<file path="src/design/llrc_pkg.sv">
package llrc_pkg;

   // height fraction bits (0..8)
   localparam int LEVEL_FRACTION_BITS = 4;

   localparam int SAMPLE_W   = 16;
   localparam int HEIGHT_W   = 13;
   localparam int SETPOINT_W = 9;
   localparam int STEP_W     = 6;
   localparam int MODE_W     = 3;
   localparam int ERR_W      = 15;

   localparam int CSR_INDEX_W = 2;
   localparam int CSR_DATA_W  = 9;

   localparam logic [CSR_INDEX_W-1:0] CSR_SETPOINT_MAX = 2'd0;
   localparam logic [CSR_INDEX_W-1:0] CSR_COARSE_STEP  = 2'd1;
   localparam logic [CSR_INDEX_W-1:0] CSR_FINE_STEP    = 2'd2;

   localparam logic [SETPOINT_W-1:0] SETPOINT_MAX_RST = 9'd300;
   localparam logic [STEP_W-1:0]     COARSE_STEP_RST  = 6'd10;
   localparam logic [STEP_W-1:0]     FINE_STEP_RST    = 6'd1;

   localparam logic [MODE_W-1:0] MODE_WATER    = 3'd0;
   localparam logic [MODE_W-1:0] MODE_GASOLINE = 3'd1;
   localparam logic [MODE_W-1:0] MODE_ALCOHOL  = 3'd2;
   localparam logic [MODE_W-1:0] MODE_MILK     = 3'd3;
   localparam logic [MODE_W-1:0] MODE_OIL      = 3'd4;

   // densities in hundredths
   localparam int DENS_WATER    = 100;
   localparam int DENS_GASOLINE = 70;
   localparam int DENS_ALCOHOL  = 79;
   localparam int DENS_MILK     = 103;
   localparam int DENS_OIL      = 90;

   // height = sample * SCALE * 2^F / (ADC_FULL * density)
   localparam int SCALE    = 35000;
   localparam int ADC_FULL = 65535;

   localparam int PROD_W = 32;                         // sample * SCALE
   localparam int REM_W  = PROD_W + LEVEL_FRACTION_BITS;
   localparam int QUOT_W = 9 + LEVEL_FRACTION_BITS;    // max quotient 500 * 2^F
   localparam int DVS_W  = 23;                         // ADC_FULL * 103
   localparam int CNT_W  = $clog2(QUOT_W);
   localparam int QSAT_W = (QUOT_W > HEIGHT_W) ? QUOT_W : HEIGHT_W;

   localparam int SPS_W  = SETPOINT_W + LEVEL_FRACTION_BITS;
   localparam int CMP_W  = (SPS_W > HEIGHT_W) ? SPS_W : HEIGHT_W;
   localparam int ERRC_W = (CMP_W + 1 > ERR_W) ? CMP_W + 1 : ERR_W;

   typedef struct packed {
      logic start;
      logic stop;
      logic change;
      logic sel;
      logic coarse_up;
      logic coarse_down;
      logic fine_up;
      logic fine_down;
   } btn_type;

   typedef struct packed {
      logic                  fill_relay;
      logic                  drain_relay;
      logic [HEIGHT_W-1:0]   level_height;
      logic [SETPOINT_W-1:0] setpoint_now;
      logic [MODE_W-1:0]     material_mode;
      logic                  running_flag;
   } rsp_type;

   // ADC_FULL * density; unknown codes read as water
   function automatic logic [DVS_W-1:0] density_divisor(input logic [MODE_W-1:0] sel);
      logic [DVS_W-1:0] d;
      case (sel)
         MODE_GASOLINE: d = DVS_W'(ADC_FULL * DENS_GASOLINE);
         MODE_ALCOHOL:  d = DVS_W'(ADC_FULL * DENS_ALCOHOL);
         MODE_MILK:     d = DVS_W'(ADC_FULL * DENS_MILK);
         MODE_OIL:      d = DVS_W'(ADC_FULL * DENS_OIL);
         default:       d = DVS_W'(ADC_FULL * DENS_WATER);
      endcase
      return d;
   endfunction

   function automatic logic [HEIGHT_W-1:0] sat_height(input logic [QUOT_W-1:0] q);
      logic [QSAT_W-1:0] qe;
      logic [HEIGHT_W-1:0] h;
      qe = QSAT_W'(q);
      if (qe > QSAT_W'((2 ** HEIGHT_W) - 1)) begin
         h = '1;
      end else begin
         h = qe[HEIGHT_W-1:0];
      end
      return h;
   endfunction

endpackage

</file>
<file path="src/design/llrc_ifs.sv">
interface llrc_req_if;
   logic                           valid;
   logic                           ready;
   logic [llrc_pkg::SAMPLE_W-1:0]  level_sample;
   logic                           start_pressed;
   logic                           stop_pressed;
   logic                           change_pressed;
   logic                           select_pressed;
   logic                           coarse_up;
   logic                           coarse_down;
   logic                           fine_up;
   logic                           fine_down;

   modport source (
      output valid, level_sample, start_pressed, stop_pressed, change_pressed,
             select_pressed, coarse_up, coarse_down, fine_up, fine_down,
      input  ready
   );
   modport sink (
      input  valid, level_sample, start_pressed, stop_pressed, change_pressed,
             select_pressed, coarse_up, coarse_down, fine_up, fine_down,
      output ready
   );
endinterface

interface llrc_rsp_if;
   logic                            valid;
   logic                            ready;
   logic                            fill_relay;
   logic                            drain_relay;
   logic [llrc_pkg::HEIGHT_W-1:0]   level_height;
   logic [llrc_pkg::SETPOINT_W-1:0] setpoint_now;
   logic [llrc_pkg::MODE_W-1:0]     material_mode;
   logic                            running_flag;

   modport source (
      output valid, fill_relay, drain_relay, level_height, setpoint_now,
             material_mode, running_flag,
      input  ready
   );
   modport sink (
      input  valid, fill_relay, drain_relay, level_height, setpoint_now,
             material_mode, running_flag,
      output ready
   );
endinterface

</file>
<file path="src/design/liquid_level_relay_controller.sv">
// Liquid level relay controller. Each req item is one polling pass (a 16-bit
// level sample plus eight button flags) and yields exactly one rsp item with
// the relay drives, the computed height (Q.4), setpoint, material mode and
// run flag after that pass. The sample multiply feeds the divider at accept,
// then the shared subtract/compare divider resolves one quotient bit per
// cycle, hands the quotient over, and the button and relay update is applied
// once the rsp register is free. req_ready is high only while no pass is in
// flight; a finished result waits in the rsp register, and the next pass may
// be accepted meanwhile. The user must write the setpoint limit and step
// sizes through the csr port only while the block is idle; the block itself
// does not enforce this.
module liquid_level_relay_controller (
   input  logic                               clock,
   input  logic                               reset,
   llrc_req_if.sink                           req_ch,
   llrc_rsp_if.source                         rsp_ch,
   input  logic                               csr_we,
   input  logic [llrc_pkg::CSR_INDEX_W-1:0]   csr_index,
   input  logic [llrc_pkg::CSR_DATA_W-1:0]    csr_wdata
);

   typedef enum logic [1:0] {S_IDLE, S_CALC, S_POST} state_type;

   state_type                       state_ff, state_in;
   logic                            rsp_valid_ff, rsp_valid_in;
   llrc_pkg::rsp_type               rsp_data_ff;
   llrc_pkg::btn_type               btn_ff;

   logic                            accept;
   logic                            apply;
   logic                            div_done;
   logic [llrc_pkg::HEIGHT_W-1:0]   height;
   logic [llrc_pkg::MODE_W-1:0]     density_select;
   llrc_pkg::rsp_type               result;

   assign req_ch.ready = state_ff == S_IDLE;
   assign accept       = req_ch.valid && req_ch.ready;

   // update lands only once the rsp register is free (or draining now)
   assign apply = (state_ff == S_POST) && (!rsp_valid_ff || rsp_ch.ready);

   llrc_divider u_divider (
      .clock          (clock),
      .reset          (reset),
      .start          (accept),
      .sample         (req_ch.level_sample),
      .density_select (density_select),
      .done           (div_done),
      .height         (height)
   );

   llrc_control u_control (
      .clock          (clock),
      .reset          (reset),
      .csr_we         (csr_we),
      .csr_index      (csr_index),
      .csr_wdata      (csr_wdata),
      .apply          (apply),
      .height         (height),
      .btn            (btn_ff),
      .density_select (density_select),
      .result         (result)
   );

   always_comb begin
      state_in     = state_ff;
      rsp_valid_in = rsp_valid_ff;
      if (rsp_valid_ff && rsp_ch.ready) begin
         rsp_valid_in = 1'b0;
      end
      case (state_ff)
         S_IDLE: begin
            if (accept) begin
               state_in = S_CALC;
            end
         end
         S_CALC: begin
            if (div_done) begin
               state_in = S_POST;
            end
         end
         S_POST: begin
            if (apply) begin
               rsp_valid_in = 1'b1;
               state_in     = S_IDLE;
            end
         end
         default: begin
            state_in = S_IDLE;
         end
      endcase
   end

   always_ff @(posedge clock) begin
      if (reset) begin
         state_ff     <= S_IDLE;
         rsp_valid_ff <= 1'b0;
      end else begin
         state_ff     <= state_in;
         rsp_valid_ff <= rsp_valid_in;
      end
   end

   // item payload holding registers
   always_ff @(posedge clock) begin
      if (accept) begin
         btn_ff.start       <= req_ch.start_pressed;
         btn_ff.stop        <= req_ch.stop_pressed;
         btn_ff.change      <= req_ch.change_pressed;
         btn_ff.sel         <= req_ch.select_pressed;
         btn_ff.coarse_up   <= req_ch.coarse_up;
         btn_ff.coarse_down <= req_ch.coarse_down;
         btn_ff.fine_up     <= req_ch.fine_up;
         btn_ff.fine_down   <= req_ch.fine_down;
      end
      if (apply) begin
         rsp_data_ff <= result;
      end
   end

   assign rsp_ch.valid         = rsp_valid_ff;
   assign rsp_ch.fill_relay    = rsp_data_ff.fill_relay;
   assign rsp_ch.drain_relay   = rsp_data_ff.drain_relay;
   assign rsp_ch.level_height  = rsp_data_ff.level_height;
   assign rsp_ch.setpoint_now  = rsp_data_ff.setpoint_now;
   assign rsp_ch.material_mode = rsp_data_ff.material_mode;
   assign rsp_ch.running_flag  = rsp_data_ff.running_flag;

endmodule

</file>
<file path="src/design/llrc_divider.sv">
// Height unit: one multiply on start, then a restoring divider that
// resolves one quotient bit per cycle with a single subtract/compare.
module llrc_divider (
   input  logic                              clock,
   input  logic                              reset,
   input  logic                              start,
   input  logic [llrc_pkg::SAMPLE_W-1:0]     sample,
   input  logic [llrc_pkg::MODE_W-1:0]       density_select,
   output logic                              done,
   output logic [llrc_pkg::HEIGHT_W-1:0]     height
);

   typedef enum logic [1:0] {D_IDLE, D_RUN, D_DONE} dstate_type;

   dstate_type                       state_ff, state_in;
   logic [llrc_pkg::CNT_W-1:0]       cnt_ff, cnt_in;
   logic [llrc_pkg::REM_W-1:0]       rem_ff, rem_in;
   logic [llrc_pkg::REM_W-1:0]       sdv_ff, sdv_in;
   logic [llrc_pkg::QUOT_W-1:0]      quot_ff, quot_in;
   logic [llrc_pkg::PROD_W-1:0]      prod;
   logic                             ge;

   assign prod = llrc_pkg::PROD_W'(sample) * llrc_pkg::PROD_W'(llrc_pkg::SCALE);
   assign ge   = rem_ff >= sdv_ff;

   always_comb begin
      state_in = state_ff;
      cnt_in   = cnt_ff;
      rem_in   = rem_ff;
      sdv_in   = sdv_ff;
      quot_in  = quot_ff;
      case (state_ff)
         D_IDLE: begin
            if (start) begin
               rem_in   = llrc_pkg::REM_W'(prod) << llrc_pkg::LEVEL_FRACTION_BITS;
               sdv_in   = llrc_pkg::REM_W'(llrc_pkg::density_divisor(density_select))
                          << (llrc_pkg::QUOT_W - 1);
               cnt_in   = llrc_pkg::CNT_W'(llrc_pkg::QUOT_W - 1);
               state_in = D_RUN;
            end
         end
         D_RUN: begin
            if (ge) begin
               rem_in = rem_ff - sdv_ff;
            end
            quot_in = {quot_ff[llrc_pkg::QUOT_W-2:0], ge};
            sdv_in  = sdv_ff >> 1;
            cnt_in  = cnt_ff - 1'b1;
            if (cnt_ff == '0) begin
               state_in = D_DONE;
            end
         end
         D_DONE: begin
            state_in = D_IDLE;
         end
         default: begin
            state_in = D_IDLE;
         end
      endcase
   end

   always_ff @(posedge clock) begin
      if (reset) begin
         state_ff <= D_IDLE;
         cnt_ff   <= '0;
      end else begin
         state_ff <= state_in;
         cnt_ff   <= cnt_in;
      end
   end

   always_ff @(posedge clock) begin
      rem_ff  <= rem_in;
      sdv_ff  <= sdv_in;
      quot_ff <= quot_in;
   end

   assign done   = state_ff == D_DONE;
   assign height = llrc_pkg::sat_height(quot_ff);

endmodule

</file>
<file path="src/design/llrc_control.sv">
// Controller state, settings registers and the per-pass update.
module llrc_control (
   input  logic                                clock,
   input  logic                                reset,
   input  logic                                csr_we,
   input  logic [llrc_pkg::CSR_INDEX_W-1:0]    csr_index,
   input  logic [llrc_pkg::CSR_DATA_W-1:0]     csr_wdata,
   input  logic                                apply,
   input  logic [llrc_pkg::HEIGHT_W-1:0]       height,
   input  llrc_pkg::btn_type                   btn,
   output logic [llrc_pkg::MODE_W-1:0]         density_select,
   output llrc_pkg::rsp_type                   result
);

   localparam logic signed [llrc_pkg::ERRC_W-1:0] ERR_HI =
      llrc_pkg::ERRC_W'((2 ** (llrc_pkg::ERR_W - 1)) - 1);
   localparam logic signed [llrc_pkg::ERRC_W-1:0] ERR_LO = ~ERR_HI;

   logic [llrc_pkg::SETPOINT_W-1:0]  sp_max_ff;
   logic [llrc_pkg::STEP_W-1:0]      coarse_ff, fine_ff;

   logic                             running_ff, running_in;
   logic [llrc_pkg::MODE_W-1:0]      mode_ff, mode_in;
   logic [llrc_pkg::MODE_W-1:0]      dsel_ff, dsel_in;
   logic [llrc_pkg::SETPOINT_W-1:0]  setpoint_ff, setpoint_in;
   logic signed [llrc_pkg::ERR_W-1:0] err_ff, err_in;
   logic                             fill_act_ff, fill_act_in;
   logic                             drain_act_ff, drain_act_in;
   logic                             fill_drv_ff, fill_drv_in;
   logic                             drain_drv_ff, drain_drv_in;

   logic [llrc_pkg::SETPOINT_W:0]    up_coarse, up_fine, sp_max_x;
   logic [llrc_pkg::SPS_W-1:0]       sps;
   logic [llrc_pkg::CMP_W-1:0]       sps_c, height_c;
   logic signed [llrc_pkg::ERRC_W-1:0] diff;

   assign sp_max_x  = {1'b0, sp_max_ff};
   assign up_coarse = {1'b0, setpoint_ff} + (llrc_pkg::SETPOINT_W + 1)'(coarse_ff);
   assign up_fine   = {1'b0, setpoint_ff} + (llrc_pkg::SETPOINT_W + 1)'(fine_ff);
   assign sps       = llrc_pkg::SPS_W'(setpoint_in) << llrc_pkg::LEVEL_FRACTION_BITS;
   assign sps_c     = llrc_pkg::CMP_W'(sps);
   assign height_c  = llrc_pkg::CMP_W'(height);
   assign diff      = $signed(llrc_pkg::ERRC_W'(sps)) - $signed(llrc_pkg::ERRC_W'(height));

   always_comb begin
      running_in   = running_ff;
      mode_in      = mode_ff;
      dsel_in      = dsel_ff;
      setpoint_in  = setpoint_ff;
      err_in       = err_ff;
      fill_act_in  = fill_act_ff;
      drain_act_in = drain_act_ff;
      fill_drv_in  = fill_drv_ff;
      drain_drv_in = drain_drv_ff;

      // start wins; stop drops the drives but keeps the active flags
      if (btn.start) begin
         running_in = 1'b1;
      end else if (btn.stop) begin
         fill_drv_in  = 1'b0;
         drain_drv_in = 1'b0;
         running_in   = 1'b0;
      end

      if (!running_in) begin
         if (btn.change) begin
            mode_in = (mode_ff >= llrc_pkg::MODE_OIL) ? llrc_pkg::MODE_WATER
                                                      : mode_ff + 1'b1;
         end else if (btn.sel) begin
            dsel_in = mode_ff;
         end

         if (btn.coarse_up && up_coarse <= sp_max_x) begin
            setpoint_in = up_coarse[llrc_pkg::SETPOINT_W-1:0];
         end else if (btn.coarse_down &&
                      setpoint_ff >= llrc_pkg::SETPOINT_W'(coarse_ff)) begin
            setpoint_in = setpoint_ff - llrc_pkg::SETPOINT_W'(coarse_ff);
         end else if (btn.fine_up && up_fine <= sp_max_x) begin
            setpoint_in = up_fine[llrc_pkg::SETPOINT_W-1:0];
         end else if (btn.fine_down &&
                      setpoint_ff >= llrc_pkg::SETPOINT_W'(fine_ff)) begin
            setpoint_in = setpoint_ff - llrc_pkg::SETPOINT_W'(fine_ff);
         end

         if (diff > ERR_HI) begin
            err_in = ERR_HI[llrc_pkg::ERR_W-1:0];
         end else if (diff < ERR_LO) begin
            err_in = ERR_LO[llrc_pkg::ERR_W-1:0];
         end else begin
            err_in = diff[llrc_pkg::ERR_W-1:0];
         end
      end else begin
         if (!err_ff[llrc_pkg::ERR_W-1] && err_ff != '0) begin
            fill_drv_in = 1'b1;
            fill_act_in = 1'b1;
         end else if (err_ff[llrc_pkg::ERR_W-1]) begin
            drain_drv_in = 1'b1;
            drain_act_in = 1'b1;
         end
         if (fill_act_in && height_c >= sps_c) begin
            fill_drv_in = 1'b0;
            fill_act_in = 1'b0;
            err_in      = '0;
         end else if (drain_act_in && height_c <= sps_c) begin
            drain_drv_in = 1'b0;
            drain_act_in = 1'b0;
            err_in       = '0;
         end
      end
   end

   always_ff @(posedge clock) begin
      if (reset) begin
         sp_max_ff    <= llrc_pkg::SETPOINT_MAX_RST;
         coarse_ff    <= llrc_pkg::COARSE_STEP_RST;
         fine_ff      <= llrc_pkg::FINE_STEP_RST;
         running_ff   <= 1'b0;
         mode_ff      <= llrc_pkg::MODE_WATER;
         dsel_ff      <= llrc_pkg::MODE_WATER;
         setpoint_ff  <= '0;
         err_ff       <= '0;
         fill_act_ff  <= 1'b0;
         drain_act_ff <= 1'b0;
         fill_drv_ff  <= 1'b0;
         drain_drv_ff <= 1'b0;
      end else begin
         if (csr_we) begin
            case (csr_index)
               llrc_pkg::CSR_SETPOINT_MAX: sp_max_ff <= csr_wdata;
               llrc_pkg::CSR_COARSE_STEP:  coarse_ff <= csr_wdata[llrc_pkg::STEP_W-1:0];
               llrc_pkg::CSR_FINE_STEP:    fine_ff   <= csr_wdata[llrc_pkg::STEP_W-1:0];
               default: ;
            endcase
         end
         if (apply) begin
            running_ff   <= running_in;
            mode_ff      <= mode_in;
            dsel_ff      <= dsel_in;
            setpoint_ff  <= setpoint_in;
            err_ff       <= err_in;
            fill_act_ff  <= fill_act_in;
            drain_act_ff <= drain_act_in;
            fill_drv_ff  <= fill_drv_in;
            drain_drv_ff <= drain_drv_in;
         end
      end
   end

   assign density_select = dsel_ff;

   always_comb begin
      result.fill_relay    = fill_drv_in;
      result.drain_relay   = drain_drv_in;
      result.level_height  = height;
      result.setpoint_now  = setpoint_in;
      result.material_mode = mode_in;
      result.running_flag  = running_in;
   end

endmodule
</file>
<file path="src/flat_wrapper.sv">
// flat-port wrapper written by rule: the top's interface ports become plain ports
module liquid_level_relay_controller_flat 
  (clock, reset, csr_we, csr_index, csr_wdata, req_ch_valid, req_ch_level_sample, req_ch_start_pressed, req_ch_stop_pressed, req_ch_change_pressed, req_ch_select_pressed, req_ch_coarse_up, req_ch_coarse_down, req_ch_fine_up, req_ch_fine_down, req_ch_ready, rsp_ch_valid, rsp_ch_fill_relay, rsp_ch_drain_relay, rsp_ch_level_height, rsp_ch_setpoint_now, rsp_ch_material_mode, rsp_ch_running_flag, rsp_ch_ready);
  llrc_req_if req_ch_i ();
  llrc_rsp_if rsp_ch_i ();
  input  logic clock;
  input  logic reset;
  input  logic csr_we;
  input  logic [llrc_pkg::CSR_INDEX_W-1:0] csr_index;
  input  logic [llrc_pkg::CSR_DATA_W-1:0] csr_wdata;
  input wire logic [$bits(req_ch_i.valid)-1:0] req_ch_valid;
  input wire logic [$bits(req_ch_i.level_sample)-1:0] req_ch_level_sample;
  input wire logic [$bits(req_ch_i.start_pressed)-1:0] req_ch_start_pressed;
  input wire logic [$bits(req_ch_i.stop_pressed)-1:0] req_ch_stop_pressed;
  input wire logic [$bits(req_ch_i.change_pressed)-1:0] req_ch_change_pressed;
  input wire logic [$bits(req_ch_i.select_pressed)-1:0] req_ch_select_pressed;
  input wire logic [$bits(req_ch_i.coarse_up)-1:0] req_ch_coarse_up;
  input wire logic [$bits(req_ch_i.coarse_down)-1:0] req_ch_coarse_down;
  input wire logic [$bits(req_ch_i.fine_up)-1:0] req_ch_fine_up;
  input wire logic [$bits(req_ch_i.fine_down)-1:0] req_ch_fine_down;
  output wire logic [$bits(req_ch_i.ready)-1:0] req_ch_ready;
  output wire logic [$bits(rsp_ch_i.valid)-1:0] rsp_ch_valid;
  output wire logic [$bits(rsp_ch_i.fill_relay)-1:0] rsp_ch_fill_relay;
  output wire logic [$bits(rsp_ch_i.drain_relay)-1:0] rsp_ch_drain_relay;
  output wire logic [$bits(rsp_ch_i.level_height)-1:0] rsp_ch_level_height;
  output wire logic [$bits(rsp_ch_i.setpoint_now)-1:0] rsp_ch_setpoint_now;
  output wire logic [$bits(rsp_ch_i.material_mode)-1:0] rsp_ch_material_mode;
  output wire logic [$bits(rsp_ch_i.running_flag)-1:0] rsp_ch_running_flag;
  input wire logic [$bits(rsp_ch_i.ready)-1:0] rsp_ch_ready;
  assign req_ch_i.valid = req_ch_valid;
  assign req_ch_i.level_sample = req_ch_level_sample;
  assign req_ch_i.start_pressed = req_ch_start_pressed;
  assign req_ch_i.stop_pressed = req_ch_stop_pressed;
  assign req_ch_i.change_pressed = req_ch_change_pressed;
  assign req_ch_i.select_pressed = req_ch_select_pressed;
  assign req_ch_i.coarse_up = req_ch_coarse_up;
  assign req_ch_i.coarse_down = req_ch_coarse_down;
  assign req_ch_i.fine_up = req_ch_fine_up;
  assign req_ch_i.fine_down = req_ch_fine_down;
  assign req_ch_ready = req_ch_i.ready;
  assign rsp_ch_valid = rsp_ch_i.valid;
  assign rsp_ch_fill_relay = rsp_ch_i.fill_relay;
  assign rsp_ch_drain_relay = rsp_ch_i.drain_relay;
  assign rsp_ch_level_height = rsp_ch_i.level_height;
  assign rsp_ch_setpoint_now = rsp_ch_i.setpoint_now;
  assign rsp_ch_material_mode = rsp_ch_i.material_mode;
  assign rsp_ch_running_flag = rsp_ch_i.running_flag;
  assign rsp_ch_i.ready = rsp_ch_ready;
  liquid_level_relay_controller u_core (.clock(clock), .reset(reset), .req_ch(req_ch_i), .rsp_ch(rsp_ch_i), .csr_we(csr_we), .csr_index(csr_index), .csr_wdata(csr_wdata));
endmodule
</file>
<file path="config.mk">
export PLATFORM = sky130hd
export DESIGN_NAME = liquid_level_relay_controller_flat
export DESIGN_NICKNAME = d
export VERILOG_FILES = /design/src/design/llrc_pkg.sv /design/src/design/llrc_ifs.sv /design/src/design/liquid_level_relay_controller.sv /design/src/design/llrc_divider.sv /design/src/design/llrc_control.sv /design/src/flat_wrapper.sv
export SDC_FILE = /design/constraint.sdc
export NUM_CORES = 1
export LEC_CHECK = 0
export ABC_AREA = 1
export BUFFER_PORTS_ARGS = -buffer_cell sky130_fd_sc_hd__buf_4
export CORE_AREA = 5 5 193 195
export CTS_CLUSTER_DIAMETER = 100
export DETAILED_ROUTE_END_ITERATION = 16
export DIE_AREA = 0 0 198 200
export PLACE_DENSITY = 0.6
export SLEW_MARGIN = 20
export SYNTH_ARGS = -nofsm -noshare
export SYNTH_HDL_FRONTEND = slang
export SYNTH_SLANG_ARGS = --single-unit
</file>
<file path="constraint.sdc">
create_clock -name clock -period 7.15 [get_ports clock]
set_clock_uncertainty 0.1 [all_clocks]
set_input_delay 1.0725 -clock clock [delete_from_list [all_inputs] [get_ports clock]]
set_output_delay 1.0725 -clock clock [all_outputs]
set_load 0.02 [all_outputs]
</file>
### Yosys cells after proc, flatten, opt, wreduce, memory -nomap -nowiden

Cells that the tools add are included.

* order comparisons: 11
* $mul: 1
* equal/unequal tests: 17
* reduce and logical (&&, ||, !) cells: 29
* $add $sub $neg: 8
* bitwise gates (word level): 2
* multiplexer cells: 53

Operator list (count)
* $pmux W36 S2: 2
* $mux W36: 3
* $pmux W22 S4: 1
* $mux W15: 5
* $mux W9: 5
* $ge A36 B36 Y1: 1
* $sub A36 B36 Y36: 1
* $mul A16 B13 Y29 const B: 1
* $mux W1: 25
* $add A9 B6 Y10: 2
* $le A10 B9 Y1: 2
* $ge A9 B6 Y1: 2
* $sub A9 B6 Y9: 2
* $gt A14 B15 Y1 const B: 1
* $lt A14 B15 Y1 const B: 1
* $reduce_bool A15 Y1: 1
* $reduce_and A2 Y1: 7
* $sub A13 B13 Y14: 1
* $ge A13 B13 Y1: 1
* $gt A13 B13 Y1 const B: 1
* $le A13 B13 Y1: 1
* $mux W13: 1
* $logic_and A1 B1 Y1: 10
* $mux W3: 3
* other kinds (24): 41

* logic and storage cells: 154
* input bits: 40
* register bits: 186

### Logic depth before layout (Yosys ltp)

Gate-level depths: netlist (run 1).

* depth in word-level cells: 12
* gate-level depth with buffers: 41
* gate-level depth less buffers: 39

### Cells and area by module

A second synthesis (run 1) with hierarchy kept.

* cells, all modules: 2145
* area total of the unflattened synthesis: 16363.2 µm²

By module, submodules not included
* llrc_divider: cells each 1265, area an instance 9644.2 µm², times used 1
* llrc_control: cells each 824, area an instance 5484.0 µm², times used 1
* liquid_level_relay_controller: cells each 56, area an instance 1234.9 µm², times used 1

### Worst setup path before layout (run 1)

No wires, ideal clock.

* kind: input port to flip-flop
* start point: input port req_ch_level_sample[12]
* end point: register u_core.u_divider.rem_ff[30] (netlist name), data pin
* data required time: 6794 ps
* cell stages on the path: 20
* data arrival time: 4608 ps
* path slack: 2187 ps
* path through: ha_1 > inv_1 > fa_1 > inv_1 > ha_1 > inv_1 > fa_1 > inv_1 > fa_1 > ha_1 > a21oi_1 > o21ai_0 > a21oi_1 > o21ai_1 > a21o_1 > nand2_1 > nand2_1 > or2_0 > nand3_1 > nand2_1

* word-level cells in the longest chain between the ends: 3

Ends and longest elaborated chain
* from (decl): RTL line flat_wrapper.sv:12 `input wire logic [$bits(req_ch_i.level_sample)-1:0] req_ch_level_sample;`
* $mul A16 B13 Y29: RTL line llrc_divider.sv:23 `assign prod = llrc_pkg::PROD_W'(sample) * llrc_pkg::PROD_W'(llrc_pkg::SCALE);`
* $mux W36: RTL line llrc_divider.sv:34 `if (start) begin`
* $pmux W36 S2: RTL line llrc_divider.sv:32 `case (state_ff)`
* named net u_core.u_divider.rem_in, one bit: RTL line llrc_divider.sv:17 `logic [llrc_pkg::REM_W-1:0] rem_ff, rem_in;`
* to (signal assigned): RTL line llrc_divider.sv:73 `rem_ff <= rem_in;`
* to (decl): RTL line llrc_divider.sv:17

The timed path passes the listed nets, and every way through them passes these cells. The select of a mux whose other input is x is not followed.
A chain may end at the register's enable or synchronous reset.

==> results of run 1 <==
-- worst max-delay path, delay by kind of cell, from the launching register on --
| family | cells | cell delay [ns] |
|---|---|---|
| and+or+nand+nor | 21 | 2.76 |
| adders and majority gates | 3 | 1.03 |
| DFF | 1 | 0.55 |
| AOI/OAI and AO/OA | 2 | 0.38 |
| buffers and inverters | 4 | 0.35 |
| xor gates and xnor gates | 1 | 0.15 |
-- cell type report --
| type | instances | area, um2 |
|---|---|---|
| multi-input combinational | 1387 | 9100 |
| clock inverter | 14 | 184 |
| sequential | 184 | 4880 |
| inverter | 389 | 1460 |
| timing repair buffer | 77 | 578 |
| clock buffer | 18 | 450 |
| tap | 461 | 577 |
| fill | 3481 | 18000 |
-- kinds of logic (layout without fill, tap and decap cells) --
family                     count (synthesis)  in the layout  share of synthesized area
and+or+nand+nor                          707            707                      0.198
xor gates and xnor gates                  36             36                     0.0201
buffers and inverters                    445            498                      0.111
AOI/OAI and AO/OA                        405            405                      0.145
adders and majority gates                239            239                      0.214
DFF                                      184            184                      0.311
-- report_power, final --
part           total (mW)  leakage, nW  internal [mW]  switching, mW
registers            1.39         1.63           1.33         0.0546
clock network        1.03        0.311          0.532          0.502
logic                2.23         6.62          0.777           1.45
total                4.65         8.56           2.64           2.01
-- worst max-delay path by stage --
stage / from / end / slack [ns] / depth (start not counted)
after floorplan: req_ch_level_sample[12] / u_core.u_divider.rem_ff[30] / 2.19 / 20
after global placement: req_ch_level_sample[13] / u_core.u_divider.rem_ff[35] / 1.57 / 21
after detailed placement: req_ch_level_sample[12] / u_core.u_divider.rem_ff[30] / 1.59 / 21
after CTS: u_core.u_control.setpoint_ff[2] / u_core.u_control.err_ff[12] / 1.75 / 31
after global routing: u_core.u_control.setpoint_ff[2] / u_core.u_control.err_ff[12] / 1.07 / 32
final: u_core.u_control.setpoint_ff[2] / u_core.u_control.err_ff[12] / 1.69 / 31
-- through the flow --
| stage | cells | hold slack [ns] | area (um2) |
|---|---|---|---|
| after detailed placement | 2498 | 0.332 | 16600 |
| after CTS | 2530 | 0.352 | 17200 |
| after global placement | 2498 | 0.335 | 16600 |
| after floorplan | 2016 | 0.343 | 15700 |
| final | 2530 | 0.349 | 17200 |
| after global routing | 2530 | 0.352 | 17200 |
-- cells in the final DEF (no fill, tap or decap), types with 8 or more instances in the layout --
cell type / instances
nor2_1: 151
nand3_1: 100
o21bai_1: 13
a21o_1: 14
a31oi_1: 8
buf_4: 77
clkbuf_16: 18
ha_1: 189
inv_1: 373
inv_2: 14
dfxtp_1: 64
o21ai_1: 16
fa_1: 50
o21a_1: 11
xnor2_1: 10
nand2_1: 356
a21oi_2: 11
o211ai_1: 14
o21ai_0: 125
nand4_1: 26
a21oi_1: 169
nor3_1: 21
edfxtp_1: 120
xor2_1: 26
-- flip-flops by register name, indices dropped and copies added (netlist names), 2 cells and up --
signal	count
u_core.u_divider.rem_ff	36
u_core.u_divider.sdv_ff	35
u_core.u_control.err_ff	14
u_core.rsp_ch.level_height	13
u_core.u_divider.quot_ff	13
u_core.rsp_ch.setpoint_now	9
u_core.u_control.setpoint_ff	9
u_core.u_control.sp_max_ff	9
u_core.btn_ff	8
u_core.u_control.coarse_ff	6
u_core.u_control.fine_ff	6
u_core.u_divider.cnt_ff	4
u_core.rsp_ch.material_mode	3
u_core.u_control.density_select	3
u_core.u_control.mode_ff	3
u_core.state_ff	2
u_core.u_divider.state_ff	2
-- layer usage --
metal | share of wire | track usage
met1 | 0.46 | 0.279
met2 | 0.47 | 0.349
met3 | 0.048 | 0.0300
met4 | 0.018 | 0.0574
met5 | 0 | 0
==> metrics.md, run 1 <==
| Metric | Value |
|---|---|
| Status | completed |
| CTS Buf Count | 17 |
| Worst vdd ir | 226 uV |
| Largest area contributor in the synthesized netlist | edfxtp_1 |
| Crit path top cell by count | nand2_1 |
| Synthesis Warnings | 0 |
| Tmin final | 5.46 ns |
| I/O Pins | 70 |
| Clock sink count | 184 |
| CTS tree | yes |
| Die Area | 0.0396 mm2 |
| Top-count cell post-synth | inv_1 |
| Worst Path Arrival | 5.72 ns |
| # resized after CTS | 0 |
| Area growth, synth to finish | 9.78% |
| Width of the die | 198 um |
| Yosys reg bits | 184 |
| First-pass DRT Iterations | 5 |
| Overall Power | 4.65 mW |
| Worst path required time | 7.41 ns |
| Kind of critical path | flop to flop |
| Mapped cell area | 0.0157 mm2 |
| Max_cap viols | 0 |
| Ant diodes | 0 |
| Avg WL per Cell | 16.0 um |
| First-pass GRT wire length | 65.7 mm |
| Initial core utilization | 0.446 |
| Pwr Density | 270 mW/mm2 |
| Slowest stage cell, crit path | dfxtp_1 |
| Setup TNS | 0 ns |
| Layout cell share with drive strength beyond 1 | 0.0836 |
| Post-synth top flop | edfxtp_1 |
| Final Core Density | 0.489 |
| Post-synth top cells | inv_1 (374), nand2_1 (356), ha_1 (189) |
| Reg clk slew, reported paths | 0.08 ns |
| RD Place Congestion | 0.918 |
| # setup viols final | 0 |
| Pre-CTS setup slack | 1.59 ns |
| Syn Nets | 2295 |
| Pins Over Slew Limit | 0 |
| Max-slew headroom | 0.453 |
| IO Port Bufs | 69 |
| Syn Inst Count | 2016 |
| Dpl hpwl | 32.0 mm |
| Asr flop ratio synth | 0 |
| Vias in the first global route | 12802 |
| Max Fclk | 0.183 GHz |
| Distinct cell type count after synthesis | 56 |
| Largest net degree at the start of global routing | 70 |
| Crit. End Element | flop |
| Initial antenna violation count | 0 |
| Vias per cell | 5.22 |
| Root buf cell | clkbuf_16 |
| Via Count | 13206 |
| Max H-tree Level | 4 |
| GRT Resource Usage Total | 0.206 |
| Register area share after synthesis | 0.311 |
| R2R Setup Slk | 1.69 ns |
| Total gr overflow | 0 |
| Worst hold path class | flop to flop |
| Initial DRC count | 876 |
| Worst Hold Launch | u_core.u_divider.quot_ff[12] |
| Final nets | 2335 |
| Number of routed nets with antenna violations | 0 |
| RSZ-0062 raised after global routing | false |
| Residual DRC | 0 |
| R2r endpoint | u_core.u_control.err_ff[12] |
| Hold EP | u_core.rsp_ch.level_height[12] |
| Skew-Pair Late Insertion Delay | 0.46 ns |
| CP Max Fanout | 15 |
| Bufs on Longest Clock Path | 2 |
| Core area | 0.0352 mm2 |
| CTS hold repair buffers | 0 |
| Reg-to-reg startpoint | u_core.u_control.setpoint_ff[2] |
| Crit start category | flop |
| Final WL | 40.5 mm |
| Lkg Pwr | 8.56 nW |
| Tightest Pin Transition | 0.820 ns |
| Core Rows | 69 |
| Area contributors post-synth | edfxtp_1 (23%), ha_1 (15%), inv_1 (8.9%), nand2_1 (8.5%), dfxtp_1 (8.2%) |
| Setup Buffers After CTS | 0 |
| Height of the chip | 200 um |
| Final Worst Setup Slack | 1.69 ns |
| Final Hold Vio Count | 0 |
| Syn avg cell area | 7.79 um2 |
| R2R depth | 31 |
| Hold path depth | 0 |
| Post-synth EDFFs | 120 |
| Post-route clock period utilization | 0.763 |
| Area share of the largest cell type after synthesis | 0.229 |
| CP max stage delay | 0.55 ns |
Note: power is estimated with default switching activity, not from simulation.
==> run 2: changes to the inputs <==
ABC_AREA = 0   (was 1)
CORE_AREA = 5 5 187 189   (was 5 5 193 195)
DIE_AREA = 0 0 192 194   (was 0 0 198 200)
clock period = 5.2 ns   (was 7.15 ns; I/O delays follow)
==> run 2 against run 1 <==
Compared with the run above: the run now ends with negative setup slack left; first-iteration DRC count is 32% lower; synthesized cell count is 22% lower; combinational power is 48% higher; hold slack improved by 0.0069 ns; non-clock buffer count increased by 215; total power up 40%; critical path type unchanged; largest power group unchanged; highest routed layer unchanged.
==> metrics.md, run 2 <==
| Metric | Value |
|---|---|
| R2r endpoint | u_core.u_control.err_ff[7] |
| Worst path top cell family by delay | compound AO/OA/AOI/OAI gates |
| First-pass GRT wire length | 60.2 mm (-8.3%) |
| CP Max Fanout | 6 (-9) |
| Crit. End Element | flop |
| Pins Over Slew Limit | 0 (unchanged) |
| CTS hold repair buffers | 0 (unchanged) |
| Final Hold Vio Count | 0 (unchanged) |
| Most frequent cells in the layout | buf_4 (284), inv_1 (235), ha_1 (176) |
| FILL cells | 2959 (-15%) |
| Max Fclk | 0.179 GHz (-2.3%) |
| Worst hold path class | flop to flop |
| Area share of the largest cell type after synthesis | 0.246 (+0.0162) |
| Yosys reg bits | 184 (unchanged) |
| Register area share after synthesis | 0.333 (+0.0220) |
| CTS tree | yes |
| RD Place Congestion | 0.921 (+0.35%) |
| Ant diodes | 0 (unchanged) |
| R2R depth | 28 (-9.7%) |
| Reg-to-reg startpoint | u_core.u_control.fine_ff[1] |
| Lkg Pwr | 8.65 nW (+1.1%) |
| Layout cell share with drive strength beyond 1 | 0.245 (+0.161) |
| Worst vdd ir | 204 uV (-9.7%) |
| Largest Register | u_core.u_divider.rem_ff |
| R2R Setup Slk | -0.38 ns (-2.08 ns) |
| Tmin final | 5.58 ns (+0.127 ns) |
| IO Port Bufs | 69 (unchanged) |
| Area growth, synth to finish | 25.6% |
| Max-slew headroom | 0.347 (-0.106) |
| Number of routed nets with antenna violations | 0 (unchanged) |
| Initial core utilization | 0.443 (-0.00287) |
| Skew-Pair Late Insertion Delay | 0.44 ns (-0.02 ns) |
| CP Buf/Inv Count | 1 (-3) |
| RSZ-0062 raised after global routing | true |
| Max_cap viols | 0 (unchanged) |
| Final Worst Setup Slack | -0.382 ns (-2.08 ns) |
| Clock sink count | 184 (unchanged) |
| Top-count cell post-synth | inv_1 |
| Pwr Density | 353 mW/mm2 (+31%) |
| GRT Resource Usage Total | 0.198 (-0.00868) |
| Initial DRC count | 596 (-32%) |
| Post-synth top flop | edfxtp_1 |
| Vias per cell | 5.18 (-0.81%) |
| Core Rows | 67 (-2.9%) |
| Cell Area, Placed | 0.0171 mm2 (+2.9%) |
| Width of the die | 192 um (-3.0%) |
| # setup viols final | 18 (+18) |
| Slowest stage cell, crit path | a2111oi_4 |
| Post-synth EDFFs | 120 (unchanged) |
| Max H-tree Level | 4 (unchanged) |
| Total gr overflow | 0 (unchanged) |
| Root buf cell | clkbuf_16 |
| Synthesis Warnings | 0 (unchanged) |
| Failing checks | negative setup slack |
| Asr flop ratio synth | 0 (unchanged) |
| Status | complete, but fails checks |
| Largest register FFs | 36 (unchanged) |
| Final Core Density | 0.557 (+0.0671) |
| Post-Layout Inst Area | 0.0184 mm2 (+6.9%) |
| Vias in the first global route | 12325 (-3.7%) |
| Dpl hpwl | 28.6 mm (-11%) |
| Post-route clock period utilization | 1.07 (+0.310) |
| Bufs on Longest Clock Path | 2 (unchanged) |
| Mapped cell area | 0.0147 mm2 (-6.6%) |
| Final WL | 37.0 mm (-8.7%) |
| Final nets | 2126 (-9.0%) |
| Initial antenna violation count | 0 (unchanged) |
| Reg clk slew, reported paths | 0.07 ns (about the same) |
| Avg WL per Cell | 16.0 um (about the same) |
| Syn Nets | 1860 (-19%) |
| Hold EP | u_core.rsp_ch.level_height[12] |
| Syn Inst Count | 1581 (-22%) |
| Tightest Pin Transition | 0.975 ns (+0.155 ns) |
| Worst Path Arrival | 5.81 ns (+0.09 ns) |
| Core area | 0.0331 mm2 (-6.0%) |
| Area contributors post-synth | edfxtp_1 (25%), ha_1 (16%), dfxtp_1 (8.7%), fa_1 (6.8%), inv_1 (6.1%) |
| Overall Power | 6.50 mW (+40%) |
| I/O Pins | 70 (unchanged) |
| CP max stage delay | 0.36 ns (-0.19 ns) |
| Crit start category | flop |
| Largest net degree at the start of global routing | 61 (-13%) |
| Syn avg cell area | 9.28 um2 (+19%) |
| Top Registers | u_core.u_divider.rem_ff x36, u_core.u_divider.sdv_ff x35, u_core.u_control.err_ff x14 |
| Largest area contributor in the synthesized netlist | edfxtp_1 |
| Die Area | 0.0372 mm2 (-5.9%) |
| Via Count | 11950 (-9.5%) |
| Commonest non-fill, non-tap cell in the layout | buf_4 |
| Residual DRC | 0 (unchanged) |
| Kind of critical path | flop to flop |
| CTS Buf Count | 17 (unchanged) |
| Post-synth top cells | inv_1 (240), ha_1 (189), nor2_1 (129) |
| Hold path depth | 0 (unchanged) |
| Height of the chip | 194 um (-3.0%) |
| Worst Hold Launch | u_core.u_divider.quot_ff[12] |
| First-pass DRT Iterations | 5 (unchanged) |
| Setup TNS | -5.32 ns (-5.32 ns) |
| Distinct cell type count after synthesis | 84 (+50%) |
| Worst path required time | 5.43 ns (-1.98 ns) |
==> run 2: cell count changes after synthesis, moves of 19 or more <==
cell      before  now
a21oi_1      170  108
nand2b_1       0   21
nand3_1      100   20
a21o_1        14   39
nand2_1      356   98
mux2i_1        0   19
nor2_1       152  129
xnor2_1       10   56
o21ai_0      125   78
inv_1        374  240
==> run 2: report_power, final <==
| group | switching (mW) | internal [mW] | total (mW) |
|---|---|---|---|
| clock network | 0.601 | 0.708 | 1.31 |
| registers | 0.0744 | 1.82 | 1.89 |
| logic | 1.72 | 1.58 | 3.30 |
==> run 2: area by class of cell <==
type | instances | area, um2 | share of cell area
multi-input combinational | 1111 | 9250 | 0.502
sequential | 184 | 4900 | 0.266
timing repair buffer | 292 | 2220 | 0.121
inverter | 241 | 905 | 0.0491
tap | 448 | 561 | 0.0304
clock buffer | 20 | 468 | 0.0254
clock inverter | 12 | 119 | 0.00645
==> run 2: repair_timing <==
| item | in CTS | in global routing |
|---|---|---|
| cloned | 1 | 0 |
| pin swaps | 51 | 36 |
| buffers inserted | 16 | 15 |
| endpoints found under the setup margin | 20 | 28 |
| gates resized for setup | 58 | 52 |
==> run 2: how the worst max path moves through the flow <==
stage                               startpoint  slack [ns]                           to  cells past startpoint
2_1_floorplan      u_core.u_control.fine_ff[1]       -0.35  u_core.u_control.err_ff[10]                     30
3_3_place_gp   u_core.u_control.setpoint_ff[0]       -0.58   u_core.u_control.err_ff[4]                     27
3_5_place_dp     u_core.u_control.coarse_ff[0]       -0.73  u_core.u_control.err_ff[10]                     28
4_1_cts        u_core.u_control.setpoint_ff[0]       -0.32   u_core.u_control.err_ff[7]                     27
5_1_grt            u_core.u_control.fine_ff[4]       -0.59  u_core.u_control.err_ff[11]                     27
6_report           u_core.u_control.fine_ff[1]       -0.38   u_core.u_control.err_ff[7]                     28
==> run 2: through the flow <==
step	setup slack [ns]	hold slack (ns)	cells
global route	-0.590	0.368	2308
finish	-0.382	0.356	2308
CTS	-0.324	0.358	2294
floorplan	-0.346	0.327	1581
global placement	-0.580	0.334	2245
detailed placement	-0.727	0.340	2245
==> run 2: per-layer routing <==
metal  part of all wire  global-route usage  vias up  routed length (um)
met5                  0                   0        -                   0
met4              0.029              0.0689        0                1090
met3              0.034              0.0236       68                1270
met2               0.49               0.348      227               18300
met1               0.44               0.250     5635               16300
li1                   -                   -     6020                   -
==> run 2: cells by family (layout without fill, tap and decap cells) <==
logic type,after synthesis,count (layout),synth area share
AOI/OAI and AO/OA,391,391,0.178
and+or+nand+nor,378,379,0.121
buffers and inverters,287,565,0.0741
adders and majority gates,239,239,0.229
DFF,184,184,0.333
xor gates and xnor gates,74,74,0.0442
muxes,28,28,0.0199
